--- src/rtl/core/tpd_pkg.sv ---
// ----------------------------------------------------------------------------
// tpd_pkg
// Shared types and constants of the transport stream PID demultiplexer.
// ----------------------------------------------------------------------------
package tpd_pkg;

  localparam logic [7:0] SYNC_BYTE   = 8'h47;
  localparam logic [7:0] PKT_LAST    = 8'd187;
  localparam logic [8:0] PKT_LEN     = 9'd188;
  localparam logic [4:0] PID_HI_MASK = 5'h1F;
  localparam logic [12:0] PAT_MIN    = 13'd12;
  localparam logic [12:0] PMT_MIN    = 13'd16;
  localparam logic [7:0] ADAPT_ALL   = 8'd183;

  typedef enum logic [2:0] {
    KIND_VIDEO     = 3'd0,
    KIND_AUDIO     = 3'd1,
    KIND_SYNC_LOSS = 3'd2,
    KIND_BAD_PKT   = 3'd3,
    KIND_BAD_PSI   = 3'd4,
    KIND_PMT_PID   = 3'd5,
    KIND_VID_PID   = 3'd6,
    KIND_AUD_PID   = 3'd7
  } kind_t;

  typedef enum logic [2:0] {
    MODE_SKIP     = 3'd0,
    MODE_AWAIT    = 3'd1,
    MODE_PAT      = 3'd2,
    MODE_PMT_HDR  = 3'd3,
    MODE_PMT_LOOP = 3'd4,
    MODE_VIDEO    = 3'd5,
    MODE_AUDIO    = 3'd6
  } mode_t;

  typedef enum logic [0:0] {
    REG_VIDEO_TYPE = 1'b0,
    REG_AUDIO_TYPE = 1'b1
  } reg_idx_t;

  typedef struct packed {
    kind_t       kind;
    logic [7:0]  data_byte;
    logic        pay_start;
    logic        packet_last;
    logic [12:0] learned_pid;
  } result_t;

endpackage

--- src/rtl/core/ts_packet_pid_demux.sv ---
// ----------------------------------------------------------------------------
// ts_packet_pid_demux
// MPEG transport stream PID demultiplexer: learns the PMT, video and audio
// PIDs from the PAT and PMT and emits tagged elementary stream bytes.
// ----------------------------------------------------------------------------
// Channel   Direction  Handshake           Request payload
// in_       input      in_valid/in_ready   ts_byte
// out_      output     out_valid/out_ready kind, data_byte, pay_start,
//                                          packet_last, learned_pid
// cfg_      input      cfg_wr_en           cfg_index, cfg_wdata
//
// One byte is parsed per cycle while the queue has room; the parser state
// updates in the same cycle the request is accepted, so the sustained rate
// is one byte per clock while the output keeps up. Each result is held in
// a two-entry queue, registered, before it appears on the output.
// Reset is synchronous and active low and needs no clearing pass.
// A stalled output only stops input once both queue entries are full.
// ----------------------------------------------------------------------------
module ts_packet_pid_demux import tpd_pkg::*; (
  input  logic        clk,
  input  logic        rst_n,
  input  logic        in_valid,
  output logic        in_ready,
  input  logic [7:0]  in_ts_byte,
  output logic        out_valid,
  input  logic        out_ready,
  output logic [2:0]  out_kind,
  output logic [7:0]  out_data_byte,
  output logic        out_pay_start,
  output logic        out_packet_last,
  output logic [12:0] out_learned_pid,
  input  logic        cfg_wr_en,
  input  logic [0:0]  cfg_index,
  input  logic [7:0]  cfg_wdata
);

  logic [7:0] video_type_r;
  logic [7:0] audio_type_r;
  logic       in_fire;
  logic       res_valid;
  result_t    res;
  result_t    head;
  logic [1:0] q_count;

  // Stream type registers; the user must write them only while the block is idle, the block does not enforce it.
  always_ff @(posedge clk) begin
    if (!rst_n) begin
      video_type_r <= 8'd27;
      audio_type_r <= 8'd15;
    end else if (cfg_wr_en) begin
      if (cfg_index == REG_VIDEO_TYPE) video_type_r <= cfg_wdata;
      else audio_type_r <= cfg_wdata;
    end
  end

  assign in_fire = in_valid && in_ready;

  // Front part: the parser classifies each byte as it is accepted.
  tpd_parser u_parser (
    .clk        (clk),
    .rst_n      (rst_n),
    .byte_en    (in_fire),
    .ts_byte    (in_ts_byte),
    .video_type (video_type_r),
    .audio_type (audio_type_r),
    .res_valid  (res_valid),
    .res        (res)
  );

  // Back part: the queue holds results until the consumer takes them.
  tpd_queue u_queue (
    .clk        (clk),
    .rst_n      (rst_n),
    .push       (in_fire && res_valid),
    .push_data  (res),
    .has_room   (in_ready),
    .pop        (out_valid && out_ready),
    .head_valid (out_valid),
    .head       (head),
    .count      (q_count)
  );

  assign out_kind        = head.kind;
  assign out_data_byte   = head.data_byte;
  assign out_pay_start   = head.pay_start;
  assign out_packet_last = head.packet_last;
  assign out_learned_pid = head.learned_pid;

  // The queue never overfills.
  a_queue_bound: assert property (@(posedge clk) disable iff (!rst_n)
    q_count != 2'd3) else $error("result queue overflow");

  // Ready drops only when the queue is full.
  a_ready_full: assert property (@(posedge clk) disable iff (!rst_n)
    !in_ready |-> q_count == 2'd2) else $error("input stalled with room");

  // A learned PID is only reported with a PID kind.
  a_pid_kind: assert property (@(posedge clk) disable iff (!rst_n)
    out_valid && out_learned_pid != 13'd0 |->
      (out_kind == KIND_PMT_PID || out_kind == KIND_VID_PID ||
       out_kind == KIND_AUD_PID)) else $error("PID on wrong kind");

  // Start and last flags only accompany payload bytes.
  a_flag_kind: assert property (@(posedge clk) disable iff (!rst_n)
    out_valid && (out_pay_start || out_packet_last) |->
      (out_kind == KIND_VIDEO || out_kind == KIND_AUDIO))
    else $error("payload flag on wrong kind");

endmodule

--- src/rtl/core/tpd_parser.sv ---
// ----------------------------------------------------------------------------
// tpd_parser
// Front part: byte-wise packet parser, PAT/PMT decoder and PID filter.
// ----------------------------------------------------------------------------
module tpd_parser import tpd_pkg::*; (
  input  logic        clk,
  input  logic        rst_n,
  input  logic        byte_en,
  input  logic [7:0]  ts_byte,
  input  logic [7:0]  video_type,
  input  logic [7:0]  audio_type,
  output logic        res_valid,
  output result_t     res
);

  logic        in_packet_r, in_packet_nxt;
  logic [7:0]  byte_index_r, byte_index_nxt;
  logic [12:0] packet_pid_r, packet_pid_nxt;
  logic        unit_start_r, unit_start_nxt;
  logic [1:0]  adapt_r, adapt_nxt;
  logic [7:0]  pay_off_r, pay_off_nxt;
  mode_t       mode_r, mode_nxt;
  logic [11:0] sec_len_r, sec_len_nxt;
  logic [11:0] pil_r, pil_nxt;
  logic [11:0] ent_off_r, ent_off_nxt;
  logic [7:0]  ent_type_r, ent_type_nxt;
  logic [12:0] ent_pid_r, ent_pid_nxt;
  logic        pmt_known_r, pmt_known_nxt;
  logic [12:0] pmt_pid_r, pmt_pid_nxt;
  logic        video_known_r, video_known_nxt;
  logic [12:0] vid_pid_r, vid_pid_nxt;
  logic        audio_known_r, audio_known_nxt;
  logic [12:0] aud_pid_r, aud_pid_nxt;

  always_comb begin
    logic [7:0]  b;
    logic [7:0]  idx;
    logic [7:0]  so;
    logic [12:0] slen;
    logic [12:0] pe;
    logic [12:0] d;
    logic [12:0] eil;
    logic [12:0] neo;
    logic [12:0] pil_w;
    logic [8:0]  rem;
    logic        pat;
    logic        psi_go;
    b = ts_byte;
    idx = byte_index_r;
    so = '0;
    slen = '0;
    pe = '0;
    d = '0;
    eil = '0;
    neo = '0;
    pil_w = '0;
    rem = '0;
    pat = 1'b0;
    psi_go = 1'b0;
    in_packet_nxt = in_packet_r;
    byte_index_nxt = byte_index_r;
    packet_pid_nxt = packet_pid_r;
    unit_start_nxt = unit_start_r;
    adapt_nxt = adapt_r;
    pay_off_nxt = pay_off_r;
    mode_nxt = mode_r;
    sec_len_nxt = sec_len_r;
    pil_nxt = pil_r;
    ent_off_nxt = ent_off_r;
    ent_type_nxt = ent_type_r;
    ent_pid_nxt = ent_pid_r;
    pmt_known_nxt = pmt_known_r;
    pmt_pid_nxt = pmt_pid_r;
    video_known_nxt = video_known_r;
    vid_pid_nxt = vid_pid_r;
    audio_known_nxt = audio_known_r;
    aud_pid_nxt = aud_pid_r;
    res_valid = 1'b0;
    res = '{kind: KIND_VIDEO, data_byte: '0, pay_start: 1'b0, packet_last: 1'b0,
            learned_pid: '0};

    if (!in_packet_r) begin
      if (b != SYNC_BYTE) begin
        res_valid = 1'b1;
        res.kind = KIND_SYNC_LOSS;
      end else begin
        in_packet_nxt = 1'b1;
        byte_index_nxt = 8'd1;
        mode_nxt = MODE_AWAIT;
        pay_off_nxt = '0;
        adapt_nxt = '0;
      end
    end else begin
      if (idx >= PKT_LAST) begin
        in_packet_nxt = 1'b0;
        byte_index_nxt = '0;
      end else begin
        byte_index_nxt = idx + 8'd1;
      end
      if (idx == 8'd1) begin
        packet_pid_nxt = {b[4:0] & PID_HI_MASK, 8'h00};
        unit_start_nxt = b[6];
      end else if (idx == 8'd2) begin
        packet_pid_nxt = packet_pid_r | {5'd0, b};
      end else if (idx == 8'd3) begin
        adapt_nxt = b[5:4];
        if (b[5:4] == 2'd0) begin
          mode_nxt = MODE_SKIP;
          res_valid = 1'b1;
          res.kind = KIND_BAD_PKT;
        end else if (b[5:4] == 2'd2) begin
          mode_nxt = MODE_SKIP;
        end else if (b[5:4] == 2'd1) begin
          pay_off_nxt = 8'd4;
        end
      end else if (idx == 8'd4 && adapt_r == 2'd3 && mode_r == MODE_AWAIT) begin
        if (b > ADAPT_ALL) begin
          mode_nxt = MODE_SKIP;
          res_valid = 1'b1;
          res.kind = KIND_BAD_PKT;
        end else if (b == ADAPT_ALL) begin
          mode_nxt = MODE_SKIP;
        end else begin
          pay_off_nxt = b + 8'd5;
        end
      end else begin
        // Payload start: decide what this packet carries.
        if (mode_r == MODE_AWAIT && pay_off_r != 8'd0 && idx == pay_off_r) begin
          if (packet_pid_r == 13'd0 || (pmt_known_r && packet_pid_r == pmt_pid_r)) begin
            rem = 9'(PKT_LEN - 9'd1 - {1'b0, idx});
            if (!unit_start_r) begin
              mode_nxt = MODE_SKIP;
            end else begin
              mode_nxt = (packet_pid_r == 13'd0) ? MODE_PAT : MODE_PMT_HDR;
              if ({1'b0, b} > rem ||
                  13'({4'd0, rem} - {5'd0, b}) <
                  ((packet_pid_r == 13'd0) ? PAT_MIN : PMT_MIN)) begin
                mode_nxt = MODE_SKIP;
                res_valid = 1'b1;
                res.kind = KIND_BAD_PSI;
              end else begin
                pay_off_nxt = idx + 8'd1 + b;
              end
            end
          end else if (video_known_r && packet_pid_r == vid_pid_r) begin
            mode_nxt = MODE_VIDEO;
          end else if (audio_known_r && packet_pid_r == aud_pid_r) begin
            mode_nxt = MODE_AUDIO;
          end else begin
            mode_nxt = MODE_SKIP;
          end
          if (mode_nxt == MODE_VIDEO || mode_nxt == MODE_AUDIO) begin
            res_valid = 1'b1;
            res.kind = (mode_nxt == MODE_VIDEO) ? KIND_VIDEO : KIND_AUDIO;
            res.data_byte = b;
            res.pay_start = unit_start_r;
            res.packet_last = (idx == PKT_LAST);
          end
        end else if (mode_r == MODE_VIDEO || mode_r == MODE_AUDIO) begin
          res_valid = 1'b1;
          res.kind = (mode_r == MODE_VIDEO) ? KIND_VIDEO : KIND_AUDIO;
          res.data_byte = b;
          res.pay_start = unit_start_r && (idx == pay_off_r);
          res.packet_last = (idx == PKT_LAST);
        end else if ((mode_r == MODE_PAT || mode_r == MODE_PMT_HDR ||
                      mode_r == MODE_PMT_LOOP) && idx >= pay_off_r) begin
          psi_go = 1'b1;
        end
      end

      if (psi_go) begin
        so = idx - pay_off_r;
        pat = (mode_r == MODE_PAT);
        slen = {1'b0, sec_len_r} + 13'd3;
        pe = slen - 13'd4;
        if (mode_r == MODE_PMT_LOOP) begin
          if ({4'd0, so} >= ent_off_r) begin
            d = {5'd0, so} - {1'b0, ent_off_r};
            if (d == 13'd0) begin
              ent_type_nxt = b;
            end else if (d == 13'd1) begin
              ent_pid_nxt = {b[4:0] & PID_HI_MASK, 8'h00};
            end else if (d == 13'd2) begin
              ent_pid_nxt = ent_pid_r | {5'd0, b};
            end else if (d == 13'd3) begin
              pil_nxt = {b[3:0], 8'h00};
            end else begin
              eil = {1'b0, pil_r | {4'd0, b}};
              if (eil > pe - {1'b0, ent_off_r} - 13'd5) begin
                mode_nxt = MODE_SKIP;
                res_valid = 1'b1;
                res.kind = KIND_BAD_PSI;
              end else begin
                neo = {1'b0, ent_off_r} + 13'd5 + eil;
                ent_off_nxt = neo[11:0];
                if (pe - {1'b0, neo[11:0]} < 13'd5) mode_nxt = MODE_SKIP;
                if (ent_type_r == video_type) begin
                  if (!video_known_r || vid_pid_r != ent_pid_r) begin
                    video_known_nxt = 1'b1;
                    vid_pid_nxt = ent_pid_r;
                    res_valid = 1'b1;
                    res.kind = KIND_VID_PID;
                    res.learned_pid = ent_pid_r;
                  end
                end else if (ent_type_r == audio_type) begin
                  if (!audio_known_r || aud_pid_r != ent_pid_r) begin
                    audio_known_nxt = 1'b1;
                    aud_pid_nxt = ent_pid_r;
                    res_valid = 1'b1;
                    res.kind = KIND_AUD_PID;
                    res.learned_pid = ent_pid_r;
                  end
                end
              end
            end
          end
        end else if (so == 8'd0) begin
          if (b != (pat ? 8'd0 : 8'd2)) begin
            mode_nxt = MODE_SKIP;
            res_valid = 1'b1;
            res.kind = KIND_BAD_PSI;
          end
        end else if (so == 8'd1) begin
          sec_len_nxt = {b[3:0], 8'h00};
        end else if (so == 8'd2) begin
          sec_len_nxt = sec_len_r | {4'd0, b};
          slen = {1'b0, sec_len_r | {4'd0, b}} + 13'd3;
          if (slen < (pat ? PAT_MIN : PMT_MIN) ||
              slen > 13'({4'd0, PKT_LEN} - {5'd0, pay_off_r})) begin
            mode_nxt = MODE_SKIP;
            res_valid = 1'b1;
            res.kind = KIND_BAD_PSI;
          end
        end else if (so == 8'd10) begin
          if (pat) ent_pid_nxt = {b[4:0] & PID_HI_MASK, 8'h00};
          else pil_nxt = {b[3:0], 8'h00};
        end else if (so == 8'd11) begin
          if (pat) begin
            mode_nxt = MODE_SKIP;
            if (!pmt_known_r || pmt_pid_r != (ent_pid_r | {5'd0, b})) begin
              pmt_known_nxt = 1'b1;
              pmt_pid_nxt = ent_pid_r | {5'd0, b};
              res_valid = 1'b1;
              res.kind = KIND_PMT_PID;
              res.learned_pid = ent_pid_r | {5'd0, b};
            end
            ent_pid_nxt = ent_pid_r | {5'd0, b};
          end else begin
            pil_w = {1'b0, pil_r | {4'd0, b}};
            pil_nxt = pil_w[11:0];
            if (pil_w > slen - PMT_MIN) begin
              mode_nxt = MODE_SKIP;
              res_valid = 1'b1;
              res.kind = KIND_BAD_PSI;
            end else begin
              neo = 13'd12 + pil_w;
              ent_off_nxt = neo[11:0];
              mode_nxt = (pe - {1'b0, neo[11:0]} < 13'd5) ? MODE_SKIP : MODE_PMT_LOOP;
            end
          end
        end
      end
    end
  end

  always_ff @(posedge clk) begin
    if (!rst_n) begin
      in_packet_r <= 1'b0;
      byte_index_r <= '0;
      packet_pid_r <= '0;
      unit_start_r <= 1'b0;
      adapt_r <= '0;
      pay_off_r <= '0;
      mode_r <= MODE_SKIP;
      sec_len_r <= '0;
      pil_r <= '0;
      ent_off_r <= '0;
      ent_type_r <= '0;
      ent_pid_r <= '0;
      pmt_known_r <= 1'b0;
      pmt_pid_r <= '0;
      video_known_r <= 1'b0;
      vid_pid_r <= '0;
      audio_known_r <= 1'b0;
      aud_pid_r <= '0;
    end else if (byte_en) begin
      in_packet_r <= in_packet_nxt;
      byte_index_r <= byte_index_nxt;
      packet_pid_r <= packet_pid_nxt;
      unit_start_r <= unit_start_nxt;
      adapt_r <= adapt_nxt;
      pay_off_r <= pay_off_nxt;
      mode_r <= mode_nxt;
      sec_len_r <= sec_len_nxt;
      pil_r <= pil_nxt;
      ent_off_r <= ent_off_nxt;
      ent_type_r <= ent_type_nxt;
      ent_pid_r <= ent_pid_nxt;
      pmt_known_r <= pmt_known_nxt;
      pmt_pid_r <= pmt_pid_nxt;
      video_known_r <= video_known_nxt;
      vid_pid_r <= vid_pid_nxt;
      audio_known_r <= audio_known_nxt;
      aud_pid_r <= aud_pid_nxt;
    end
  end

endmodule

--- src/rtl/core/tpd_queue.sv ---
// ----------------------------------------------------------------------------
// tpd_queue
// Back part: two-entry result queue that drives the output channel.
// ----------------------------------------------------------------------------
module tpd_queue import tpd_pkg::*; (
  input  logic    clk,
  input  logic    rst_n,
  input  logic    push,
  input  result_t push_data,
  output logic    has_room,
  input  logic    pop,
  output logic    head_valid,
  output result_t head,
  output logic [1:0] count
);

  result_t    mem_r [2];
  logic       wr_ptr_r, wr_ptr_nxt;
  logic       rd_ptr_r, rd_ptr_nxt;
  logic [1:0] cnt_r, cnt_nxt;

  assign has_room   = (cnt_r != 2'd2);
  assign head_valid = (cnt_r != 2'd0);
  assign head       = mem_r[rd_ptr_r];
  assign count      = cnt_r;

  always_comb begin
    wr_ptr_nxt = wr_ptr_r ^ push;
    rd_ptr_nxt = rd_ptr_r ^ pop;
    cnt_nxt = cnt_r + {1'b0, push} - {1'b0, pop};
  end

  always_ff @(posedge clk) begin
    if (push) mem_r[wr_ptr_r] <= push_data;
  end

  always_ff @(posedge clk) begin
    if (!rst_n) begin
      wr_ptr_r <= 1'b0;
      rd_ptr_r <= 1'b0;
      cnt_r <= '0;
    end else begin
      wr_ptr_r <= wr_ptr_nxt;
      rd_ptr_r <= rd_ptr_nxt;
      cnt_r <= cnt_nxt;
    end
  end

endmodule

--- config.mk ---
export PLATFORM = sky130hd
export DESIGN_NAME = ts_packet_pid_demux
export DESIGN_NICKNAME = d
export VERILOG_FILES = /design/src/rtl/core/tpd_pkg.sv /design/src/rtl/core/ts_packet_pid_demux.sv /design/src/rtl/core/tpd_parser.sv /design/src/rtl/core/tpd_queue.sv
export SDC_FILE = /design/constraint.sdc
export NUM_CORES = 1
export LEC_CHECK = 0
export BUFFER_PORTS_ARGS = -buffer_cell sky130_fd_sc_hd__buf_2
export CELL_PAD_IN_SITES_DETAIL_PLACEMENT = 0
export CELL_PAD_IN_SITES_GLOBAL_PLACEMENT = 2
export CORE_UTILIZATION = 44
export CTS_BUF_LIST = sky130_fd_sc_hd__clkbuf_4
export DETAILED_ROUTE_END_ITERATION = 12
export PLACE_DENSITY = 0.95
export SLEW_MARGIN = 20
export SYNTH_ARGS = -nofsm -noshare
export SYNTH_HDL_FRONTEND = slang
export SYNTH_SLANG_ARGS = --single-unit
--- constraint.sdc ---
create_clock -name clk -period 20.1 [get_ports clk]
set_input_delay 1.005 -clock clk [delete_from_list [all_inputs] [get_ports clk]]
set_output_delay 1.005 -clock clk [all_outputs]
set_load 0.05 [all_outputs]
==> qor.txt, run 1 <==
=================================================================================
Count of warnings emitted by yosys                                              0
Number of distinct library cells after synthesis                               79
Startpoint type of the worst setup path                                 flip-flop
Category of the critical setup timing path                             reg -> reg
Setup Total Neg Slack                                                        0 ns
Layout Nets                                                                  2193
Dominant cells by area after synthesis                               dfxtp_1 (19%), ha_1 (12%), edfxtp_1 (9.4%)
Total area of sequential cells                                           4690 µm²
Maxcap violations                                                               0
Achievable frequency                                                      126 MHz
Crit path required time                                                  20.48 ns
Number of port buffers                                                         49
Critical path capture point type                                        flip-flop
Critical register-to-register path endpoint                          u_queue.mem_r[0][25]
Layout overhead on the synthesized area                                     7.74%
Worst min-delay path startpoint                                      u_parser.pil_r[7]
Top cell type's share of synthesized area                                   0.188
Core Box Area                                                           36900 µm²
Hold path endpoint                                                   u_parser.pil_r[7]
Minimum setup slack among reg-to-reg paths                               12.17 ns
Yosys reg bits                                                                208
Count of buffers added by post-CTS timing repair for setup                      0
Fraction of layout cells with a size suffix above 1                         0.105
Max-Slew Margin vs Limit                                                    0.254
DRT iter0 DRCs                                                               1015
Ratio of total power to cell area                                     59.9 nW/µm²
Maximum VDD drop                                                          35.2 µV
DIE AREA                                                                38400 µm²
Worst Path Max Fanout                                                          26
Library cell occupying the most area in the post-synthesis netlist        dfxtp_1
Bufs on Longest Clock Path                                                      3
Post-DR wirelength/cell                                                   19.2 µm
Fill cell count                                                              3623
Register clock-pin slew on the reported worst setup and hold paths        0.06 ns
Hold Path Depth                                                                 2
Area used by multi-input combinational logic                            10900 µm²
Mean area per synthesized cell                                           8.34 µm²
Vias post-DR                                                                14533
Cts hold-fix bufs                                                               0
Post-synth design cell area                                             16600 µm²
Clock root cell                                                          clkbuf_4
IO Pins                                                                        50
CTS buffer count                                                               57
Arrival time at the worst endpoint                                        8.31 ns
Routability congestion estimate from global placement                       0.893
Detailed Place HPWL                                                      36800 µm
Reported leakage power                                                    7.59 nW
Number of enable-type register cells in the synthesized netlist                52
Drt first pass iters                                                            5
Primary flip-flop cell chosen by synthesis mapping                        dfxtp_1
Antenna violations before repair                                                2
Overall power consumption                                                 1.07 mW
Part of the Yosys area used for sequential elements                         0.283
Number of clock sinks                                                         208
TritonCTS clock tree                                                         done
Transition time at the pin with the least slew margin                     1.12 ns
Placement row count                                                            70
Global-route wire length before repair                                   77200 µm
Height of the die                                                          196 µm
Horizontal die dimension                                                   196 µm
DRT antenna net count                                                           0
Post-synthesis net count                                                     2174
Post-CTS resize count                                                           0
Run status                                                           complete, no violations
Clock latency on the worst-skew pair                                      0.81 ns
Worst min-delay path class                                             reg -> reg
Overflow left after global routing                                              0
Post-layout min period                                                    7.93 ns
Vias in the first global route                                              13989
Initial core utilization                                                    0.449
Number of setup violations in the final report                                  0
Endpoints failing hold                                                          0
Post-detailed-routing wire length                                        48900 µm
Number of H-tree levels                                                         2
Maximum number of pins on one net before global-route repair                  114
Unrepaired setup endpoints after global routing                             false
Ys async rst share                                                              0
Worst setup skew after layout                                           0.0797 ns
Max-slew violation count                                                        0
R2r startpoint                                                       u_parser.sec_len_r[0]
Total GRT Usage                                                             0.255
Number of cell instances on the worst register-to-register path                26
Count of mapped cells out of synthesis                                       1988
Post-route clock period utilization                                         0.395
Average via count per standard cell                                          5.69
Drt drc                                                                         0
=================================================================================
-- through the flow --
step / hold slack, ns / std cells / utilization / cell area [µm²] / worst slack, ns
after floorplan: 0.429 / 1988 / - / 16600 / 13.14
after global placement: 0.446 / 2452 / 0.464 / 17100 / 12.27
after detailed placement: 0.450 / 2452 / 0.464 / 17100 / 11.95
after CTS: 0.402 / 2552 / 0.484 / 17800 / 11.87
after global routing: 0.413 / 2555 / 0.484 / 17900 / 11.52
final: 0.464 / 2555 / 0.484 / 17900 / 12.17
-- cell families after synthesis --
kind of cell,count (synthesis),synth area share
and+or+nand+nor,667,0.200
AOI/OAI and AO/OA,421,0.168
buffers and inverters,238,0.0575
DFF,208,0.283
xor gates and xnor gates,197,0.106
adders and majority gates,164,0.127
muxes,93,0.0591
-- layout by cell type (no fill, tap or decap), types with 9 or more instances in the layout --
cell type and count:
o211a_1 9, a211oi_1 13, edfxtp_1 52, a22oi_1 18, xnor2_1 128, nand2b_1 16, o21a_1 25, a31oi_1 10
o211ai_1 15, a21o_1 22, mux2i_1 63, or2_2 9, nor2_1 166, nand3_1 65, o21ai_0 90, buf_2 48
nor4_1 24, nor3_1 33, inv_1 133, xor2_1 67, clkbuf_4 90, a21oi_1 117, and3_1 26, mux2_2 29
a21boi_0 17, nand4_1 42, and2_1 24, or3_1 11, ha_1 155, dfxtp_1 155, nor2b_1 55, buf_4 16
nand2_1 164
-- critical path, cell delays in order, from the launching register on --
cell and delay [ns]:
dfxtp_1 0.49, inv_1 0.17, ha_1 0.32, nand3b_4 0.21, or3_1 0.45, or4_4 0.49
nand2_1 0.15, nand2_1 0.09, xor2_1 0.35, inv_1 0.08, ha_1 0.28, inv_1 0.04
ha_1 0.34, a2111oi_0 0.54, nand2_1 0.11, o221ai_1 0.31, xor2_1 0.12, ha_1 0.32
and3_1 0.18, and3_1 0.18, o31ai_1 0.09, a211oi_1 0.39, mux2i_4 0.22, a21boi_0 0.28
o21ai_0 0.17, a211oi_1 0.40, ha_2 0.70
-- per-layer routing --
metal | vias to the layer above | share of wire | GRT usage
li1 | 7118 | - | -
met1 | 6924 | 0.48 | 0.358
met2 | 427 | 0.45 | 0.410
met3 | 64 | 0.055 | 0.0375
met4 | 0 | 0.018 | 0.0645
met5 | - | 0 | 0
-- cell usage after synthesis, types with 9 or more instances --
master and n:
nand3_1 65, and3_1 26, nand4_1 42, nand2b_1 16
mux2i_1 63, nand2_1 164, a21oi_1 117, mux2_2 29
o21ai_0 90, a211oi_1 13, clkbuf_1 80, xnor2_1 128
xor2_1 67, or2_2 9, nor2b_1 55, o21a_1 25
a22oi_1 18, or3_1 11, nor3_1 33, and2_1 24
dfxtp_1 156, a21o_1 22, o211a_1 9, buf_2 9
edfxtp_1 52, inv_1 133, nor4_1 24, a21boi_0 17
a31oi_1 10, nor2_1 166, ha_1 157, o211ai_1 15
-- power by group --
group | switching [mW] | total (mW) | internal (mW)
sequential | 0.0134 | 0.466 | 0.452
clock | 0.182 | 0.383 | 0.201
combinational | 0.151 | 0.221 | 0.0695
-- flip-flops by register name, indices dropped and copies added (netlist names), 2 cells and up, named ones only --
name                   cells
audio_type_r               8
u_parser.adapt_r           2
u_parser.aud_pid_r        13
u_parser.byte_index_r      8
u_parser.ent_off_r        12
u_parser.ent_pid_r        13
u_parser.ent_type_r        8
u_parser.mode_r            3
u_parser.packet_pid_r     13
u_parser.pay_off_r         8
u_parser.pil_r            12
u_parser.pmt_pid_r        13
u_parser.sec_len_r        12
u_parser.vid_pid_r        13
u_queue.count              2
u_queue.mem_r             52
video_type_r               8
-- layout make-up --
cell class	instances	share of cell area
diodes	3	0.000420
clock buffers	90	0.0378
clock inverters	10	0.00259
inverters	134	0.0282
multi-input cells	1542	0.613
flip-flops and latches	208	0.262
well taps	504	0.0353
repair buffers	64	0.0202
-- how the worst max path moves through the flow --
stage / start / to / slack [ns] / depth (start not counted)
after floorplan: u_parser.sec_len_r[0] / u_queue.mem_r[0][0] / 13.14 / 28
after global placement: u_parser.sec_len_r[0] / u_queue.mem_r[0][20] / 12.27 / 26
after detailed placement: u_parser.sec_len_r[0] / u_queue.mem_r[0][20] / 11.95 / 26
after CTS: u_parser.sec_len_r[0] / u_queue.mem_r[0][25] / 11.87 / 26
after global routing: u_parser.sec_len_r[0] / u_queue.mem_r[1][18] / 11.52 / 29
final: u_parser.sec_len_r[0] / u_queue.mem_r[0][25] / 12.17 / 26
Power figures use the tool's default switching activity.
==> run 2, diff against run 1 <==
--- a/config.mk
+++ b/config.mk
@@ -8,10 +8,10 @@
 export BUFFER_PORTS_ARGS = -buffer_cell sky130_fd_sc_hd__buf_2
 export CELL_PAD_IN_SITES_DETAIL_PLACEMENT = 0
 export CELL_PAD_IN_SITES_GLOBAL_PLACEMENT = 2
-export CORE_UTILIZATION = 44
+export CORE_UTILIZATION = 37
 export CTS_BUF_LIST = sky130_fd_sc_hd__clkbuf_4
 export DETAILED_ROUTE_END_ITERATION = 12
-export PLACE_DENSITY = 0.95
+export PLACE_DENSITY = 0.86
 export SLEW_MARGIN = 20
 export SYNTH_ARGS = -nofsm -noshare
 export SYNTH_HDL_FRONTEND = slang
==> constraint.sdc (replaced) <==
create_clock -name clk -period 6.6 [get_ports clk]
set_input_delay 0.33 -clock clk [delete_from_list [all_inputs] [get_ports clk]]
set_output_delay 0.33 -clock clk [all_outputs]
set_load 0.05 [all_outputs]
==> run 2 against run 1 <==
Effect of this change:
- non-clock buffer count rose by 56
- first-iteration DRC count up 11%
- wire length grew 6.3%
- power grew to 3.0 times the previous value
- critical endpoint is now u_queue.count[1]
- largest power group unchanged
==> qor.txt, run 2 (same netlist as run 1, synthesis figures left out) <==
=====================================================================================
Internal power consumption                                                    2.15 mW   was 0.723 mW
Vias in the first global route                                                  14003   was 13989
Largest stage delay on the critical path                                      0.44 ns   was 0.70 ns
Largest delay share family, worst path                                   simple AND/OR/NAND/NOR gates   was compound AO/OA/AOI/OAI gates
Number of port buffers                                                             49   unchanged
Arrival time at the worst endpoint                                            6.92 ns   was 8.31 ns
Total area of sequential cells                                               4690 µm²   about the same
CTS buffer count                                                                   56   was 57
Fraction of layout cells with a size suffix above 1                             0.131   was 0.105
Most frequent standard cell in the layout excluding fill and tap cells         nor2_1   unchanged
Clock root cell                                                              clkbuf_4   unchanged
Global-route wire length before repair                                       79600 µm   was 77200 µm
Endpoints failing hold                                                              0   unchanged
Vias post-DR                                                                    14630   was 14533
Post-detailed-routing wire length                                            52000 µm   was 48900 µm
Post-route clock period utilization                                             0.954   was 0.395
Run status                                                               complete, no violations   unchanged
Fill cell count                                                                  4483   was 3623
Smallest setup slack after layout                                            0.303 ns   was 12.17 ns
Maximum number of pins on one net before global-route repair                       88   was 114
DRT antenna net count                                                               0   unchanged
Worst setup skew after layout                                               0.0671 ns   was 0.0797 ns
Core Box Area                                                               44200 µm²   was 36900 µm²
Number of setup violations in the final report                                      0   unchanged
Overflow left after global routing                                                  0   unchanged
Total GRT Usage                                                                 0.226   was 0.255
Reported leakage power                                                        7.87 nW   was 7.59 nW
Achievable frequency                                                          159 MHz   was 126 MHz
Most frequent cells in the layout                                        nor2_1 (165), nand2_1 (163), dfxtp_1 (153), ha_1 (152), inv_1 (131)   was nor2_1 (166), nand2_1 (164), ha_1 (155), dfxtp_1 (155), inv_1 (133)
DRT iter0 DRCs                                                                   1127   was 1015
Worst min-delay path class                                                  in -> reg   was reg -> reg
Switching Share                                                                 0.333   was 0.324
Layout overhead on the synthesized area                                         11.8%   was 7.74%
Register clock-pin slew on the reported worst setup and hold paths            0.07 ns   was 0.06 ns
Critical path capture point type                                            flip-flop   unchanged
Largest register by flop count                                           u_queue.mem_r   unchanged
Transition time at the pin with the least slew margin                         1.01 ns   was 1.12 ns
Maximum VDD drop                                                               179 µV   was 35.2 µV
Routability congestion estimate from global placement                           0.930   was 0.893
Slowest cell on the critical path                                               or4_4   was ha_2
DIE AREA                                                                    45600 µm²   was 38400 µm²
Fraction of power consumed by combinational cells                               0.217   was 0.207
Detailed Place HPWL                                                          39300 µm   was 36800 µm
Number of H-tree levels                                                             2   unchanged
Ratio of total power to cell area                                          174 nW/µm²   was 59.9 nW/µm²
Post-DR wirelength/cell                                                       19.3 µm   was 19.2 µm
Maxcap violations                                                                   0   unchanged
Horizontal die dimension                                                       214 µm   was 196 µm
Worst Path Max Fanout                                                               5   was 26
Post-Place Worst Slack                                                     -0.0374 ns   was 11.95 ns
Max FFs per register                                                               52   unchanged
Setup Total Neg Slack                                                            0 ns   unchanged
Clock latency on the worst-skew pair                                          0.74 ns   was 0.81 ns
IO Pins                                                                            50   unchanged
Placement row count                                                                77   was 70
Buffers plus inverters on the worst setup path                                      7   was 3
Height of the die                                                              214 µm   was 196 µm
Area used by multi-input combinational logic                                11100 µm²   was 10900 µm²
Antenna violations before repair                                                    1   was 2
Layout Nets                                                                      2248   was 2193
Category of the critical setup timing path                                 reg -> reg   unchanged
Fraction of power consumed by sequential logic                                  0.440   was 0.435
Initial core utilization                                                        0.375   was 0.449
Drt first pass iters                                                                5   unchanged
Drt drc                                                                             0   unchanged
TritonCTS clock tree                                                             done   unchanged
Startpoint type of the worst setup path                                     flip-flop   unchanged
Bufs on Longest Clock Path                                                          3   unchanged
Max-slew violation count                                                            0   unchanged
Max-Slew Margin vs Limit                                                        0.326   was 0.254
Clock network power share                                                       0.344   was 0.358
Reported net switching power                                                  1.07 mW   was 0.347 mW
Number of clock sinks                                                             208   unchanged
Post-layout min period                                                        6.30 ns   was 7.93 ns
Average via count per standard cell                                              5.42   was 5.69
Crit path required time                                                       7.22 ns   was 20.48 ns
=====================================================================================
run 2: power groups by stage:
stage | Combinational [mW] | Sequential, mW | Clock (mW)
finish | 0.698 | 1.42 | 1.11
detailed placement | 0.691 | 1.45 | 0
CTS | 0.699 | 1.42 | 1.14
floorplan | 0.533 | 1.42 | 0
global placement | 0.686 | 1.44 | 0
global route | 0.750 | 1.42 | 1.20
run 2: layer usage:
layer  part of all wire  global-route usage  vias to the layer above
met5                  0                   0                        -
met4              0.031              0.0768                        0
met3              0.043              0.0294                       96
met2               0.46               0.375                      335
met1               0.47               0.302                     6981
li1                   -                   -                     7218
run 2: worst paths after layout:
kind / slack [ns] / start / cells past startpoint / to
setup / recovery: 0.30 / u_parser.sec_len_r[0] / 32 / u_queue.count[1]
hold / removal: 0.13 / cfg_wr_en / 4 / audio_type_r[2]
setup reg to reg: 0.30 / u_parser.sec_len_r[0] / 32 / u_queue.count[1]
hold reg to reg: 0.46 / u_parser.adapt_r[0] / 2 / u_parser.adapt_r[0]
run 2: final cells by class:
cell class / count / share of cell area
antenna: 1 / 0.000135
clock buffer: 77 / 0.0312
clock inverter: 23 / 0.00547
inverter: 134 / 0.0271
multi-input combinational: 1542 / 0.598
sequential: 208 / 0.253
tap: 592 / 0.0400
timing repair buffer: 120 / 0.0450
run 2: per-stage QoR:
| stage | instance area (µm²) | power (mW) | util | hold slack (ns) | cells |
|---|---|---|---|---|---|
| after detailed placement | 17600 | 2.14 | 0.398 | 0.451 | 2584 |
| after CTS | 18400 | 3.26 | 0.416 | 0.0546 | 2695 |
| after floorplan | 16600 | 1.95 | - | 0.429 | 1988 |
| after global routing | 18500 | 3.37 | 0.419 | 0.108 | 2697 |
| after global placement | 17600 | 2.13 | 0.398 | 0.440 | 2584 |
| final | 18500 | 3.22 | 0.419 | 0.127 | 2697 |
run 2: timing repair:
item	in CTS	in global routing
setup buffers	0	1
endpoints found under the setup margin	17	70
resized for setup	3	25
cloned	0	0
hold buffers	11	0
hold endpoints to repair	18	0
pin swaps	0	6
run 2: tightest hold or removal path, delay by kind of cell:
| family | cells | cell delay (ns) |
|---|---|---|
| AND/OR/NAND/NOR | 3 | 0.36 |
| buffers and inverters | 1 | 0.11 |
